--- config.mk ---
export PLATFORM = sky130hd
export DESIGN_NAME = ssf_queue
export DESIGN_NICKNAME = d
export VERILOG_FILES = /design/src/sv/ssf_pkg.sv /design/src/sv/ssf_queue.sv
export SDC_FILE = /design/constraint.sdc
export NUM_CORES = 1
export LEC_CHECK = 0
export BUFFER_PORTS_ARGS = -buffer_cell sky130_fd_sc_hd__buf_2
export CORE_UTILIZATION = 26
export CTS_CLUSTER_SIZE = 8
export DETAILED_ROUTE_END_ITERATION = 16
export GPL_ROUTABILITY_DRIVEN = 1
export MAX_ROUTING_LAYER = met4
export SLEW_MARGIN = 10
export SYNTH_ARGS = -nofsm -noshare
export SYNTH_HDL_FRONTEND = slang
export SYNTH_SLANG_ARGS = --single-unit
--- constraint.sdc ---
create_clock -name clock -period 11.1 [get_ports clock]
set_input_delay 2.775 -clock clock [delete_from_list [all_inputs] [get_ports clock]]
set_output_delay 2.775 -clock clock [all_outputs]
set_load 0.02 [all_outputs]
--- src/sv/ssf_pkg.sv ---
// Shared types, constants and helper functions of the shifted soft pair force block.
`timescale 1ns / 1ps

package ssf_pkg;

   localparam int FRAC_BITS_DEF   = 16;
   localparam int TRIG_STAGES_DEF = 16;
   localparam int QUEUE_DEPTH     = 4;

   localparam logic [31:0] PI_Q30      = 32'd3373259426;
   localparam logic [31:0] HALF_PI_Q30 = 32'd1686629713;
   localparam logic [31:0] ONE_Q30     = 32'd1073741824;
   localparam logic [31:0] GAIN_Q30    = 32'h26DD3B6A;

   // arctan(2^-k) in Q2.30, truncated
   localparam logic [31:0] ATAN_TAB [32] = '{
      32'h3243F6A8, 32'h1DAC6705, 32'h0FADBAFC, 32'h07F56EA6, 32'h03FEAB76, 32'h01FFD55B,
      32'h00FFFAAA, 32'h007FFF55, 32'h003FFFEA, 32'h001FFFFD, 32'h000FFFFF, 32'h0007FFFF,
      32'h0003FFFF, 32'h0001FFFF, 32'h0000FFFF, 32'h00007FFF, 32'h00003FFF, 32'h00001FFF,
      32'h00000FFF, 32'h000007FF, 32'h000003FF, 32'h000001FF, 32'h000000FF, 32'h0000007F,
      32'h0000003F, 32'h0000001F, 32'h0000000F, 32'h00000008, 32'h00000004, 32'h00000002,
      32'h00000001, 32'h00000000
   };

   // sign-split data that rides along the whole pipeline
   typedef struct packed {
      logic [2:0]       dneg;
      logic [2:0][31:0] dmag;
      logic             aneg;
      logic [31:0]      m;
      logic             in_range;
   } pass_type;

   // queue entry between front and back
   typedef struct packed {
      pass_type    pass;
      logic [31:0] sh;
      logic [31:0] cut;
      logic [63:0] rsq;
   } work_type;

   typedef struct packed {
      logic signed [31:0] fx;
      logic signed [31:0] fy;
      logic signed [31:0] fz;
      logic signed [31:0] force_scale;
      logic signed [31:0] energy;
      logic               in_range;
   } rsp_word_type;

   // magnitude of a 32 bit two's complement value (-2^31 gives 2^31)
   function automatic logic [31:0] abs32(logic [31:0] v);
      return v[31] ? (32'd0 - v) : v;
   endfunction

   // clamp a magnitude to the signed 32 bit range for the given sign
   function automatic logic [31:0] sat_mag(logic neg, logic [63:0] mag);
      logic [63:0] lim;
      lim = neg ? 64'h0000_0000_8000_0000 : 64'h0000_0000_7FFF_FFFF;
      return (mag > lim) ? lim[31:0] : mag[31:0];
   endfunction

   // saturate and apply sign
   function automatic logic [31:0] sat_field(logic neg, logic [63:0] mag);
      logic [31:0] mg;
      mg = sat_mag(neg, mag);
      return neg ? (32'd0 - mg) : mg;
   endfunction

endpackage

--- src/sv/ssf_queue.sv ---
// Short queue between front end and back end.
`timescale 1ns / 1ps

module ssf_queue import ssf_pkg::*; (
   input  logic     clock,
   input  logic     reset,
   input  work_type push_data,
   input  logic     push_valid,
   output logic     push_ready,
   output work_type head,
   output logic     head_valid,
   input  logic     pop
);

   localparam int PTR_W = $clog2(QUEUE_DEPTH);
   localparam int CNT_W = $clog2(QUEUE_DEPTH + 1);

   work_type           mem_ff [QUEUE_DEPTH];
   logic [PTR_W-1:0]   wr_ff, wr_in, rd_ff, rd_in;
   logic [CNT_W-1:0]   cnt_ff, cnt_in;
   logic               do_push, do_pop;

   assign push_ready = cnt_ff != CNT_W'(QUEUE_DEPTH);
   assign head_valid = cnt_ff != '0;
   assign head       = mem_ff[rd_ff];
   assign do_push    = push_valid && push_ready;
   assign do_pop     = pop && head_valid;

   // pointer and fill bookkeeping
   always_comb begin
      wr_in  = do_push ? wr_ff + PTR_W'(1) : wr_ff;
      rd_in  = do_pop ? rd_ff + PTR_W'(1) : rd_ff;
      cnt_in = cnt_ff;
      if (do_push && !do_pop) begin
         cnt_in = cnt_ff + CNT_W'(1);
      end else if (do_pop && !do_push) begin
         cnt_in = cnt_ff - CNT_W'(1);
      end
   end

   always_ff @(posedge clock) begin
      if (reset) begin
         wr_ff  <= '0;
         rd_ff  <= '0;
         cnt_ff <= '0;
      end else begin
         wr_ff  <= wr_in;
         rd_ff  <= rd_in;
         cnt_ff <= cnt_in;
      end
   end

   always_ff @(posedge clock) begin
      if (do_push) begin
         mem_ff[wr_ff] <= push_data;
      end
   end

endmodule

==> impl_metrics.csv <==
group,metric,value,unit
outcome,status,"finished clean",
routing,m1WireLength,32.9,mm
critical_path,path_cells,"buf_12 > buf_12 > mux4_2 > buf_2",
cells_and_area,syn_to_final_growth,23.9,%
routing,wirelength,81.9,mm
critical_path,slowest_delay,810,ps
cells_and_area,final_cell_mix,"edfxtp_1, buf_2, mux4_2, clkbuf_16, clkbuf_1",
die,die-area,148000,sq um
sta,relSlewSlack,0.165,
sta,finalCriticalPeriod,6590,ps
pwr,power_density,249,nW/um^2
die,fp.dieW,385,um
critical_path,timing.rr.start,"cnt_ff[0]",
hold_path,hold_depth,2,
logic_synthesis,synth_largest_area_cell,"edfxtp_1",
logic_synthesis,synth.avg_cell_area,27.0,sq um
die,dieHeight,385,um
die,num_rows,140,
sta,fmax,152,MHz
grt,grt_overflow,0,
routing,via_count,17076,
logic_synthesis,synth_cell_types,23,
die,io_pins,528,
place,hpwl,48.6,mm
pwr,ir_drop,0.000133,V
routing,post-route-drc-count,0,
critical_path,worstPathRequired,8330,ps
cts,htreeDepth,4,
sta,maxSlewViolCount,0,
routing,wl_met3,8.80,mm
cts,cts_setup_buffers,0,
cts,clkTransAtPathRegs,60,ps
cells_and_area,mostFrequentLayoutCell,"edfxtp_1",
pwr,combPwrFrac,0.232,
grt,grt_pass1_wl,119,mm
pwr,p_seq_frac,0.423,
place,io_buffers,527,
sta,finalSetupViolations,0,
cts,clockRootBuffer,"clkbuf_16",
logic_synthesis,yosys_warnings,0,
cells_and_area,finalNetCount,2319,
critical_path,worstPathArrival,3820,ps
place,place.gp.congestion,0.708,
critical_path,path_class,"flop to primary output",
pwr,intPower,8.41,mW
sta,hold_violations,0,
logic_synthesis,syn-instance-count,1411,
logic_synthesis,synth_top_area_share,0.823,
critical_path,reg2regPathDepth,4,
grt,grt_pass1_vias,18250,
critical_path,critPathLaunchType,"flop",
sta,fin_crit_sh,0.594,
sta,rsz0062_at_grt,"false",
hold_path,holdCritPathClass,"flop to flop",
cts,ctsResizeCount,0,
logic_synthesis,ys_seq_area_frac,0.827,
sta,setup-tns-final,0,ps
routing,dr.pass1.iters,6,
routing,viasPerCell,4.24,
routing,routed.top_layer,"met4",
pwr,switching_power,3.36,mW
cts,holdBufCountCts,0,
critical_path,crit_fanout,87,
run,drv_cap,0,
cts,clock_latency,770,ps
routing,wl_met2,38.7,mm
routing,drtIter0Drc,790,
pwr,power.share.clock,0.345,
cts,cts_tree,"yes",
cts,cts_buffer_depth,3,
cts,cts_inserted_buffers,152,
logic_synthesis,ys_ff_latch,1053,
logic_synthesis,synth_nets,1682,
routing,wl_per_cell,20.3,um
sta,hold_ws,530,ps
logic_synthesis,synth_area_leaders,"edfxtp_1, mux4_2, buf_6",
hold_path,worstHoldStart,"rd_ff[1]",
grt,track_usage,0.112,
critical_path,worstSetupEndpointType,"primary output",
critical_path,r2r_slack,8080,ps
cells_and_area,drive_gt1_frac,0.470,
grt,grt_max_degree,125,
sta,worstMarginPinSlew,1250,ps
sta,fin_skew,42.8,ps
pwr,power.leakage,15.4,nW
routing,ant_nets,0,
grt,antenna_found_initial,33,
die,start_util,0.262,
cells_and_area,fin_util,0.324,
die,core,146000,sq um
logic_synthesis,netlist_area,38100,sq um
critical_path,slowest_stage,"dfxtp_4",
pwr,p_sw_frac,0.286,
cts,cts.sinks,1053,
critical_path,crit_top_cell,"buf_12",
## power by group through the flow
stage | Sequential, mW | Combinational [mW] | Clock, mW
CTS | 4.98 | 2.80 | 4.20
floorplan | 5.08 | 1.95 | 0
finish | 4.97 | 2.73 | 4.07
detailed placement | 5.05 | 2.80 | 0
global placement | 5.04 | 2.79 | 0
global route | 5.01 | 2.92 | 4.34
## sequential cells by signal, summed over array words and instances, names as in the netlist, named ones only
signal / count
cnt_ff: 3
mem_ff: 1044
rd_ff: 2
wr_ff: 2
## final cells by class
class / count / area (sq um)
Timing Repair Buffer: 542 / 2890
Sequential cell: 1053 / 31500
Clock buffer: 171 / 3920
Tap cell: 1917 / 2400
Antenna cell: 32 / 80.1
Multi-Input combinational cell: 296 / 6160
Clock inverter: 18 / 235
Fill cell: 13659 / 98300
Inverter: 3 / 11.3
## cell usage after synthesis (all sizes together)
master	instances
mux2	1
nor2	8
mux4	261
and2	4
nand2	1
xor2	4
a21oi	1
dfxtp	9
or3	2
o21ai	1
o311ai	1
edfxtp	1044
mux2i	2
ha	5
o31ai	1
fa	1
buf	52
nand2b	2
inv	3
a21boi	1
clkbuf	7
## worst max-delay path, delay by kind of cell, from the launching register on
kind     cells  cell delay (ps)
buf+inv      3             1250
flops        1              810
mux          1              610
## routing by layer
metal  vias up  track usage
met5         -            -
met4         0       0.0384
met3       112       0.0578
met2       557        0.166
met1      8966        0.130
li1       7441            -
## worst paths after layout
kind,endpoint
setup / recovery,head[18]
hold / removal,rd_ff[1]
hold reg to reg,rd_ff[1]
setup reg to reg,mem_ff[1][121]
## per-stage QoR
| stage | instances | cell area, sq um | setup slack (ps) | power [mW] |
|---|---|---|---|---|
| 3_3_place_gp | 3811 | 43000 | 5180 | 7.83 |
| 6_report | 4032 | 47200 | 4510 | 11.8 |
| 2_1_floorplan | 1411 | 38100 | 1440 | 7.02 |
| 3_5_place_dp | 3811 | 43000 | 5170 | 7.85 |
| 5_1_grt | 4027 | 47200 | 4120 | 12.3 |
| 4_1_cts | 4000 | 47100 | 4290 | 12.0 |
## kinds of logic after synthesis
kind of cell | after synthesis | synth area share
muxes | 264 | 0.155
adders and majority gates | 6 | 0.00217
and+or+nand+nor | 17 | 0.00220
AOI/OAI and AO/OA | 5 | 0.000985
buffers and inverters | 62 | 0.0114
DFF | 1053 | 0.827
xor gates and xnor gates | 4 | 0.000919
No activity file was read; power rests on OpenSTA's default activity.
